[config.mk]
export PLATFORM = sky130hd
export DESIGN_NAME = lfu_slot_table_oldest_tiebreak
export DESIGN_NICKNAME = d
export VERILOG_FILES = /design/src/lfu_pkg.sv /design/src/lfu_cell.sv /design/src/lfu_slot_table_oldest_tiebreak.sv
export SDC_FILE = /design/constraint.sdc
export NUM_CORES = 1
export LEC_CHECK = 0
export BUFFER_PORTS_ARGS = -buffer_cell sky130_fd_sc_hd__clkbuf_2
export CAP_MARGIN = 5
export CORE_UTILIZATION = 56
export DETAILED_ROUTE_END_ITERATION = 6
export PLACE_DENSITY = 0.8
export SLEW_MARGIN = 20
export SYNTH_ARGS = -nofsm -noshare
export SYNTH_HDL_FRONTEND = slang
export SYNTH_SLANG_ARGS = --single-unit
export TNS_END_PERCENT = 10
[constraint.sdc]
create_clock -name clk -period 36.9 [get_ports clk]
set_clock_uncertainty 0.15 [all_clocks]
set_input_delay 0 -clock clk [delete_from_list [all_inputs] [get_ports clk]]
set_output_delay 0 -clock clk [all_outputs]
set_load 0.05 [all_outputs]
[src/lfu_pkg.sv]
package lfu_pkg;

    localparam int OP_BITS    = 2;
    localparam int ACT_BITS   = 3;
    localparam int CNT_BITS   = 16;
    localparam int SLOT_BITS  = 5;
    localparam int EID_BITS   = 8;
    localparam int CFG_BITS   = 6;
    localparam logic [CFG_BITS-1:0] SLOTS_IN_USE_RESET = 6'd20;
    localparam logic [CNT_BITS-1:0] CNT_MAX = 16'hFFFF;

    typedef enum logic [OP_BITS-1:0] {
        OP_RECOMMEND = 2'd0,
        OP_READOUT   = 2'd1,
        OP_CLEAR     = 2'd2,
        OP_NONE      = 2'd3
    } op_t;

    typedef enum logic [ACT_BITS-1:0] {
        ACT_HIT       = 3'd0,
        ACT_FILL      = 3'd1,
        ACT_REPLACE   = 3'd2,
        ACT_READ      = 3'd3,
        ACT_READ_NONE = 3'd4,
        ACT_CLEARED   = 3'd5
    } act_t;

    typedef enum logic [2:0] {
        ST_IDLE,
        ST_SCAN,
        ST_DECIDE,
        ST_EMIT,
        ST_RD_SCAN,
        ST_RD_EMIT
    } state_t;

endpackage

[src/lfu_cell.sv]
module lfu_cell #(
    parameter int ID_BITS = 8
) (
    input  logic                           clk,
    input  logic                           rst_n,
    input  logic                           shift_en,
    input  logic                           write_en,
    input  logic                           age_en,
    input  logic                           clear,
    input  logic                           in_valid,
    input  logic [ID_BITS-1:0]             in_id,
    input  logic [lfu_pkg::CNT_BITS-1:0]   in_count,
    input  logic [lfu_pkg::CNT_BITS-1:0]   in_age,
    output logic                           out_valid,
    output logic [ID_BITS-1:0]             out_id,
    output logic [lfu_pkg::CNT_BITS-1:0]   out_count,
    output logic [lfu_pkg::CNT_BITS-1:0]   out_age
);
    import lfu_pkg::*;

    logic                valid_reg;
    logic [ID_BITS-1:0]  id_reg;
    logic [CNT_BITS-1:0] count_reg;
    logic [CNT_BITS-1:0] age_reg;

    // rotate: each cell takes its neighbor's contents; write_en loads the same inputs
    always_ff @(posedge clk or negedge rst_n)
    begin
        if (!rst_n)
        begin
            valid_reg <= 1'b0;
        end
        else if (clear)
        begin
            valid_reg <= 1'b0;
        end
        else if (shift_en || write_en)
        begin
            valid_reg <= in_valid;
        end
    end

    always_ff @(posedge clk)
    begin
        if (shift_en || write_en)
        begin
            id_reg    <= in_id;
            count_reg <= in_count;
            age_reg   <= in_age;
        end
        else if (age_en && valid_reg && age_reg != CNT_MAX)
        begin
            age_reg <= age_reg + 1'b1;
        end
    end

    assign out_valid = valid_reg;
    assign out_id    = id_reg;
    assign out_count = count_reg;
    assign out_age   = age_reg;
endmodule

[src/lfu_slot_table_oldest_tiebreak.sv]
// LFU slot table with oldest-first tie-break. Slots live in a ring of SLOTS
// cells that rotates one position per cycle past a compare head while a pass
// runs. A recommend rotates the ring twice: one pass finds a hit, a victim or
// the next free slot, a decide cycle follows, and a second pass writes the
// target slot and ages every held entry. The result is registered at the end of
// the second pass; a new item is taken only once the table is back in idle.
// The decide cycle waits while an earlier result is still held at the output.
// A readout makes one pass per held entry, one result per pass, with one
// result when the table is empty; a stalled result holds the next pass. After
// each full rotation the ring is back in slot order, so slot k is cell k, but a
// stall at the end of a recommend's second pass keeps the ring rotating.
module lfu_slot_table_oldest_tiebreak #(
    parameter int SLOTS   = 32,
    parameter int ID_BITS = 8
) (
    input  logic                          clk,
    input  logic                          rst_n,
    input  logic                          cfg_valid,
    output logic                          cfg_ready,
    input  logic [lfu_pkg::CFG_BITS-1:0]  cfg_data,
    input  logic                          in_valid,
    output logic                          in_ready,
    input  logic [lfu_pkg::OP_BITS-1:0]   operation,
    input  logic [7:0]                    candidate_id,
    output logic                          out_valid,
    input  logic                          out_ready,
    output logic [lfu_pkg::ACT_BITS-1:0]  action,
    output logic [lfu_pkg::SLOT_BITS-1:0] slot,
    output logic [7:0]                    entry_id,
    output logic [7:0]                    evicted_id,
    output logic [lfu_pkg::CNT_BITS-1:0]  hit_count,
    output logic                          last
);
    import lfu_pkg::*;

    localparam int IDX_BITS = $clog2(SLOTS);
    localparam int CNTR_BITS = $clog2(SLOTS + 1);

    logic [CFG_BITS-1:0] cfg_reg;
    state_t state_reg, state_next;
    op_t    op_reg;
    logic [ID_BITS-1:0]   cand_reg;
    logic [CNTR_BITS-1:0] pos_reg, pos_next;
    logic [CNTR_BITS-1:0] fill_reg;
    logic [CNTR_BITS-1:0] held_reg, emitted_reg;

    logic                 hit_reg;
    logic [IDX_BITS-1:0]  hit_idx_reg;
    logic                 best_reg;
    logic [IDX_BITS-1:0]  best_idx_reg;
    logic [CNT_BITS-1:0]  best_cnt_reg, best_age_reg;
    logic [ID_BITS-1:0]   best_id_reg;
    logic                 have_prev_reg;
    logic [ID_BITS-1:0]   prev_id_reg;

    logic                 c_valid [SLOTS];
    logic [ID_BITS-1:0]   c_id    [SLOTS];
    logic [CNT_BITS-1:0]  c_count [SLOTS];
    logic [CNT_BITS-1:0]  c_age   [SLOTS];

    logic                 h_valid;
    logic [ID_BITS-1:0]   h_id;
    logic [CNT_BITS-1:0]  h_count, h_age;
    logic                 shift_en, write_en, age_en, clr;
    logic [IDX_BITS-1:0]  tgt_idx;

    logic                 o_valid_reg;
    logic [ACT_BITS-1:0]  o_act_reg;
    logic [SLOT_BITS-1:0] o_slot_reg;
    logic [7:0]           o_eid_reg, o_evi_reg;
    logic [CNT_BITS-1:0]  o_cnt_reg;
    logic                 o_last_reg;

    logic [CNTR_BITS-1:0] cap;
    logic [IDX_BITS-1:0]  head_idx;

    always_comb
    begin
        if (cfg_reg == '0)
            cap = CNTR_BITS'(1);
        else if (32'(cfg_reg) > SLOTS)
            cap = CNTR_BITS'(SLOTS);
        else
            cap = CNTR_BITS'(cfg_reg);
    end

    // ring: cell i takes from cell i+1, last cell takes the head (cell 0) or a write
    genvar g;
    generate
        for (g = 0; g < SLOTS; g++)
        begin : g_cell
            logic                iv;
            logic [ID_BITS-1:0]  ii;
            logic [CNT_BITS-1:0] ic, ia;
            logic                we;
            if (g == SLOTS - 1)
            begin : g_tail
                assign iv = h_valid;
                assign ii = h_id;
                assign ic = h_count;
                assign ia = h_age;
                assign we = 1'b0;
            end
            else
            begin : g_mid
                assign iv = c_valid[g+1];
                assign ii = c_id[g+1];
                assign ic = c_count[g+1];
                assign ia = c_age[g+1];
                assign we = 1'b0;
            end
            lfu_cell #(.ID_BITS(ID_BITS)) u_cell (
                .clk(clk), .rst_n(rst_n),
                .shift_en(shift_en), .write_en(we), .age_en(age_en), .clear(clr),
                .in_valid(iv), .in_id(ii), .in_count(ic), .in_age(ia),
                .out_valid(c_valid[g]), .out_id(c_id[g]),
                .out_count(c_count[g]), .out_age(c_age[g])
            );
        end
    endgenerate

    assign head_idx = pos_reg[IDX_BITS-1:0];
    assign tgt_idx  = hit_reg ? hit_idx_reg : best_idx_reg;

    // head modification during the update rotation (pos counts slot at head)
    always_comb
    begin
        h_valid = c_valid[0];
        h_id    = c_id[0];
        h_count = c_count[0];
        h_age   = c_age[0];
        write_en = 1'b0;
        if (state_reg == ST_EMIT && head_idx == tgt_idx)
        begin
            write_en = 1'b1;
            if (hit_reg)
            begin
                if (c_count[0] != CNT_MAX)
                    h_count = c_count[0] + 1'b1;
            end
            else
            begin
                h_valid = 1'b1;
                h_id    = cand_reg;
                h_count = CNT_BITS'(1);
                h_age   = '0;
            end
        end
        if (state_reg == ST_EMIT && h_valid && h_age != CNT_MAX)
            h_age = h_age + 1'b1;
    end

    logic scan_st, emit_st;
    assign scan_st = (state_reg == ST_SCAN) || (state_reg == ST_RD_SCAN);
    assign emit_st = (state_reg == ST_EMIT);
    assign shift_en = scan_st || emit_st;
    assign age_en   = 1'b0;
    assign clr      = (state_reg == ST_DECIDE) && (op_reg == OP_CLEAR);

    logic rd_better;
    assign rd_better = c_valid[0]
        && (!have_prev_reg || c_id[0] > prev_id_reg)
        && (!best_reg || c_id[0] < best_id_reg);

    logic vic_better;
    assign vic_better = c_valid[0]
        && (!best_reg || c_count[0] < best_cnt_reg
            || (c_count[0] == best_cnt_reg && c_age[0] > best_age_reg));

    logic fill_ok;
    assign fill_ok = (fill_reg < cap) && (32'(fill_reg) < SLOTS);

    logic out_free;
    assign out_free = !o_valid_reg || out_ready;

    logic out_set;
    assign out_set = out_free && ((state_reg == ST_DECIDE && op_reg == OP_CLEAR)
        || (emit_st && 32'(pos_reg) == SLOTS - 1) || state_reg == ST_RD_EMIT);

    assign in_ready  = (state_reg == ST_IDLE);
    assign cfg_ready = (state_reg == ST_IDLE) && !o_valid_reg;

    always_comb
    begin
        state_next = state_reg;
        pos_next   = pos_reg;
        case (state_reg)
            ST_IDLE:
            begin
                pos_next = '0;
                if (in_valid)
                begin
                    case (op_t'(operation))
                        OP_RECOMMEND: state_next = ST_SCAN;
                        OP_READOUT:   state_next = ST_RD_SCAN;
                        OP_CLEAR:     state_next = ST_DECIDE;
                        default:      state_next = ST_IDLE;
                    endcase
                end
            end
            ST_SCAN:
            begin
                pos_next = pos_reg + 1'b1;
                if (32'(pos_reg) == SLOTS - 1)
                    state_next = ST_DECIDE;
            end
            ST_DECIDE:
            begin
                pos_next = '0;
                if (out_free)
                begin
                    if (op_reg == OP_CLEAR)
                        state_next = ST_IDLE;
                    else
                        state_next = ST_EMIT;
                end
            end
            ST_EMIT:
            begin
                pos_next = pos_reg + 1'b1;
                if (32'(pos_reg) == SLOTS - 1 && out_free)
                    state_next = ST_IDLE;
                else if (32'(pos_reg) == SLOTS - 1)
                    pos_next = pos_reg;
            end
            ST_RD_SCAN:
            begin
                pos_next = pos_reg + 1'b1;
                if (32'(pos_reg) == SLOTS - 1)
                    state_next = ST_RD_EMIT;
            end
            ST_RD_EMIT:
            begin
                pos_next = '0;
                if (out_free)
                begin
                    if (held_reg == '0 || emitted_reg + 1'b1 >= held_reg)
                        state_next = ST_IDLE;
                    else
                        state_next = ST_RD_SCAN;
                end
            end
            default: state_next = ST_IDLE;
        endcase
    end

    always_ff @(posedge clk or negedge rst_n)
    begin
        if (!rst_n)
        begin
            state_reg <= ST_IDLE;
            pos_reg   <= '0;
            cfg_reg   <= SLOTS_IN_USE_RESET;
            fill_reg  <= '0;
            o_valid_reg <= 1'b0;
        end
        else
        begin
            state_reg <= state_next;
            pos_reg   <= pos_next;
            if (cfg_valid && cfg_ready)
                cfg_reg <= cfg_data;
            if (out_set)
                o_valid_reg <= 1'b1;
            else if (o_valid_reg && out_ready)
                o_valid_reg <= 1'b0;
            if (state_reg == ST_DECIDE && op_reg == OP_CLEAR && out_free)
                fill_reg <= '0;
            else if (emit_st && 32'(pos_reg) == SLOTS - 1 && out_free
                     && !hit_reg && fill_ok)
                fill_reg <= fill_reg + 1'b1;
        end
    end

    always_ff @(posedge clk)
    begin
        if (state_reg == ST_IDLE && in_valid)
        begin
            op_reg        <= op_t'(operation);
            cand_reg      <= ID_BITS'(candidate_id);
            hit_reg       <= 1'b0;
            best_reg      <= 1'b0;
            have_prev_reg <= 1'b0;
            held_reg      <= '0;
            emitted_reg   <= '0;
        end
        if (state_reg == ST_SCAN)
        begin
            if (!hit_reg && c_valid[0] && c_id[0] == cand_reg)
            begin
                hit_reg     <= 1'b1;
                hit_idx_reg <= head_idx;
            end
            if (vic_better)
            begin
                best_reg     <= 1'b1;
                best_idx_reg <= head_idx;
                best_cnt_reg <= c_count[0];
                best_age_reg <= c_age[0];
                best_id_reg  <= c_id[0];
            end
        end
        if (state_reg == ST_DECIDE && op_reg == OP_RECOMMEND && !hit_reg)
        begin
            if (fill_ok)
                best_idx_reg <= IDX_BITS'(fill_reg);
            else if (!best_reg)
            begin
                best_idx_reg <= '0;
                best_id_reg  <= c_id[0];
            end
        end
        if (state_reg == ST_RD_SCAN)
        begin
            if (!have_prev_reg && c_valid[0])
                held_reg <= held_reg + 1'b1;
            if (rd_better)
            begin
                best_reg     <= 1'b1;
                best_idx_reg <= head_idx;
                best_cnt_reg <= c_count[0];
                best_id_reg  <= c_id[0];
            end
        end
        if (state_reg == ST_RD_EMIT && out_free)
        begin
            have_prev_reg <= 1'b1;
            prev_id_reg   <= best_id_reg;
            best_reg      <= 1'b0;
            emitted_reg   <= emitted_reg + 1'b1;
            o_act_reg     <= best_reg ? ACT_READ : ACT_READ_NONE;
            o_slot_reg    <= best_reg ? SLOT_BITS'(best_idx_reg) : '0;
            o_eid_reg     <= best_reg ? 8'(best_id_reg) : '0;
            o_evi_reg     <= '0;
            o_cnt_reg     <= best_reg ? best_cnt_reg : '0;
            o_last_reg    <= (held_reg == '0) || (emitted_reg + 1'b1 >= held_reg);
        end
        if (state_reg == ST_DECIDE && op_reg == OP_CLEAR && out_free)
        begin
            o_act_reg  <= ACT_CLEARED;
            o_slot_reg <= '0;
            o_eid_reg  <= '0;
            o_evi_reg  <= '0;
            o_cnt_reg  <= '0;
            o_last_reg <= 1'b1;
        end
        if (emit_st && write_en)
        begin
            o_slot_reg <= SLOT_BITS'(tgt_idx);
            o_eid_reg  <= 8'(h_id);
            o_cnt_reg  <= h_count;
            o_last_reg <= 1'b1;
            if (hit_reg)
            begin
                o_act_reg <= ACT_HIT;
                o_evi_reg <= '0;
            end
            else if (fill_ok)
            begin
                o_act_reg <= ACT_FILL;
                o_evi_reg <= '0;
            end
            else
            begin
                o_act_reg <= ACT_REPLACE;
                o_evi_reg <= 8'(c_id[0]);
            end
        end
    end

    assign out_valid  = o_valid_reg;
    assign action     = o_act_reg;
    assign slot       = o_slot_reg;
    assign entry_id   = o_eid_reg;
    assign evicted_id = o_evi_reg;
    assign hit_count  = o_cnt_reg;
    assign last       = o_last_reg;

    a_fill_bound: assert property (@(posedge clk) disable iff (!rst_n)
        32'(fill_reg) <= SLOTS)
        else $error("fill level above slot count");
    a_cfg_idle: assert property (@(posedge clk) disable iff (!rst_n)
        cfg_ready |-> state_reg == ST_IDLE)
        else $error("config taken while busy");
    a_out_hold: assert property (@(posedge clk) disable iff (!rst_n)
        (out_valid && !out_ready) |=> out_valid && $stable(action))
        else $error("result dropped while stalled");
endmodule

==> key figures <==
Outcome
  • Outcome: finished, final reports clean

Final layout
  • Layout cell share with drive strength beyond 1: 0.1280
  • Area grow syn2layout: 13.62%
  • Nets@finish: between 2k and 3k
  • Multi-input logic area: between 4000 and 5000 sq um
  • Diode count: 0
  • Fillcell total: ~5.3k
  • Final core occ: 0.6432
  • Register area: roughly 43000 sq um

Setup path
  • Setup crit start kind: flop
  • Kind of critical path: flop to flop
  • R2R setup slack: 31.76 ns
  • CP required: 37.09 ns
  • Worst R2R Start: state_reg[2]
  • CP Capture Type: flop
  • RR Endpoint: g_cell[25].u_cell.out_count[13]
  • Critical Path Start: state_reg[2]
  • Crit Path Max Fanout: 159
  • R2R depth: 7
  • Critical path arrival: between 5 and 6 ns

Clock tree
  • H-tree lvl count: 4
  • Num CTS Buffers: about 130
  • Clk Latency, worst-skew pair: 0.74 ns
  • # hold bufs at CTS: 43
  • # resized after CTS: 0
  • CTS max path bufs: 3
  • Clk pin slew, worst setup/hold paths: around 0.060 ns
  • CTS tree: done
  • Root Driver: clkbuf_16
  • Postcts setup bufs: 0
  • Sinks on Clock Net: 1458

Placed design
  • IO buf count: 64
  • Routability cong.: about 0.86
  • Placement Setup Slack: around 32 ns
  • Hpwl dp: 41350 microns

Synth
  • Ys Warns: 0
  • Synth Area per Inst: approximately 22 sq um
  • Register area share after synthesis: 0.8948
  • Main synth FF type: edfxtp_1
  • Syn Inst Count: 2220
  • Syn nets: between 2k and 2.5k
  • EDFF count, synth: 1365
  • Mapped Area: between 40000 and 50000 sq um
  • Netlist cell types: 72
  • Async set-reset flop share out of synthesis: 0.03704
  • Synth Register Bits: about 1.5k

Run
  • MaxCap Viol Count: 0

Floorplanning
  • # IOs: 65
  • Die Width: between 200 and 300 microns
  • Area of the core: approximately 85000 sq um
  • Initial core utilization: 0.5660
  • Die ar.: 87240 sq um
  • Die Span Y: between 200 and 300 microns
  • Row count: around 110

Pwr
  • Total power: approximately 0.0051 W
  • Leak Pwr: ~19 nW
  • Max IR drop VDD: 0.0002695 V
  • PwrDens: 92.49 nW/um^2

STA
  • Worst hold margin: 0.1351 ns
  • Crit share post-route: 0.1394
  • Fin Setup TNS: 0 ns
  • Worst-Margin Slew: about 1.1 ns
  • Max Clk Rate: 194.5 MHz
  • Max_slew headroom: 0.2704
  • Endpoints failing hold: 0
  • Final Worst Setup Slack: between 30 and 40 ns
  • Tmin final: 5.142 ns
  • RSZ-0062 raised after global routing: no
  • Setup Viol. Count Final: 0
  • Slew Limit Fails: 0

Routing
  • Wire length per cell: between 20 and 25 microns
  • Vias per inst: roughly 5.5
  • # DRC: 0
  • Antenna-violating nets left: 0
  • 1st-iter DRT viols: between 2k and 2.5k
  • Final wirelength: between 80000 and 90000 microns
  • DRT Pass-1 Iters: 6
  • DR vias: just over 20k

Global route
  • First-pass GRT wire length: between 100000 and 150000 microns
  • Initial antenna violation count: 3
  • Overflow after GRT: 0
  • All-layer global routing usage: 0.1917
  • Largest net degree at the start of global routing: between 200 and 250
  • Vias in the first global route: between 20k and 25k

Hold path
  • Hold EP: state_reg[2]
  • Worst min-delay path class: input pin to flop
  • WHS Path Cells: 5
  • Hold_sp: operation[1]
synthesized netlist by cell type (14+ instances only):
master	number	area (sq um)
edfxtp_1	1365	40990
nand2_1	102	382.9
inv_1	75	281.5
ha_1	65	813.3
nor2_1	58	217.7
dfrtp_1	52	1301
o21ai_0	43	215.2
a22o_1	41	359.1
dfxtp_1	39	780.8
a21oi_1	37	185.2
nand3_1	32	160.2
xnor2_1	27	236.5
clkbuf_1	22	82.58
mux2i_1	21	210.2
a21o_1	19	142.6
xor2_1	17	148.9
nor3_1	16	80.08
mux2_2	15	168.9
mux2_4	15	225.2
nand4_1	14	87.58
routing by layer:
| layer | global-route usage | vias up | share of wire |
|---|---|---|---|
| li1 | - | 9113 | - |
| met1 | 0.2657 | 10298 | 0.43 |
| met2 | 0.3029 | 843 | 0.48 |
| met3 | 0.03857 | 211 | 0.065 |
| met4 | 0.07570 | 2 | 0.031 |
| met5 | 0 | - | 0.00016 |
worst max-delay path: stages (launching register included):
cell and delay (ns):
dfrtp_1 0.59, nor2b_1 0.37, nor2b_1 0.30, or2_4 0.62, buf_4 0.91, buf_12 0.43, buf_16 0.56, buf_6 0.72
where the power goes:
| group | internal, W | leakage (nW) | switching [W] |
|---|---|---|---|
| Combinational | 0.000127 | 2.80 | 0.000487 |
| Sequential | 0.00282 | 13.9 | 0.000272 |
| Clock | 0.000756 | 2.07 | 0.000605 |
| Total | 0.00370 | 18.8 | 0.00136 |
layout make-up:
| type | count | area share |
|---|---|---|
| sequential | 1458 | 0.7875 |
| multi-input combinational | 653 | 0.08511 |
| clock buffer | 172 | 0.06516 |
| tap | 1144 | 0.02614 |
| timing repair buffer | 128 | 0.01814 |
| clock inverter | 68 | 0.01277 |
| inverter | 76 | 0.005209 |
cell families (layout without fill, tap and decap cells):
group	Yosys count	count (layout)	share of synthesized area
xor+xnor	44	44	0.007996
compound gates	189	189	0.02760
fa+ha+maj	65	65	0.01687
simple gates	304	304	0.03126
mux	51	51	0.01254
buf+inv	109	444	0.008982
flops	1458	1458	0.8948
worst max-delay path by stage:
stage,end,slack (ns),depth (start not counted)
6_report,g_cell[25].u_cell.out_count[13],31.76,7
5_1_grt,g_cell[14].u_cell.out_count[11],31.47,7
4_1_cts,g_cell[16].u_cell.out_count[11],31.56,6
3_5_place_dp,g_cell[22].u_cell.out_count[11],31.52,6
3_3_place_gp,g_cell[18].u_cell.out_count[11],31.76,6
2_1_floorplan,g_cell[10].u_cell.out_valid,2.18,6
cells in the final DEF (no fill, tap or decap), drive strengths merged, types with 30 or more instances in the layout:
cell,n
dfrtp,52
nand3,32
inv,85
dfxtp,39
nand2,102
clkbuf,236
o21ai,45
a21oi,38
mux2,30
dlygate4sd3,43
ha,65
edfxtp,1365
a22o,41
nor2,59
clkinv,47
per-stage QoR:
step / cells / area, sq um
floorplan: 2220 / 48200
global placement: 3414 / 50000
detailed placement: 3414 / 50000
CTS: 3697 / 54700
global route: 3699 / 54760
finish: 3699 / 54760
Note: power is estimated with default switching activity, not from simulation.
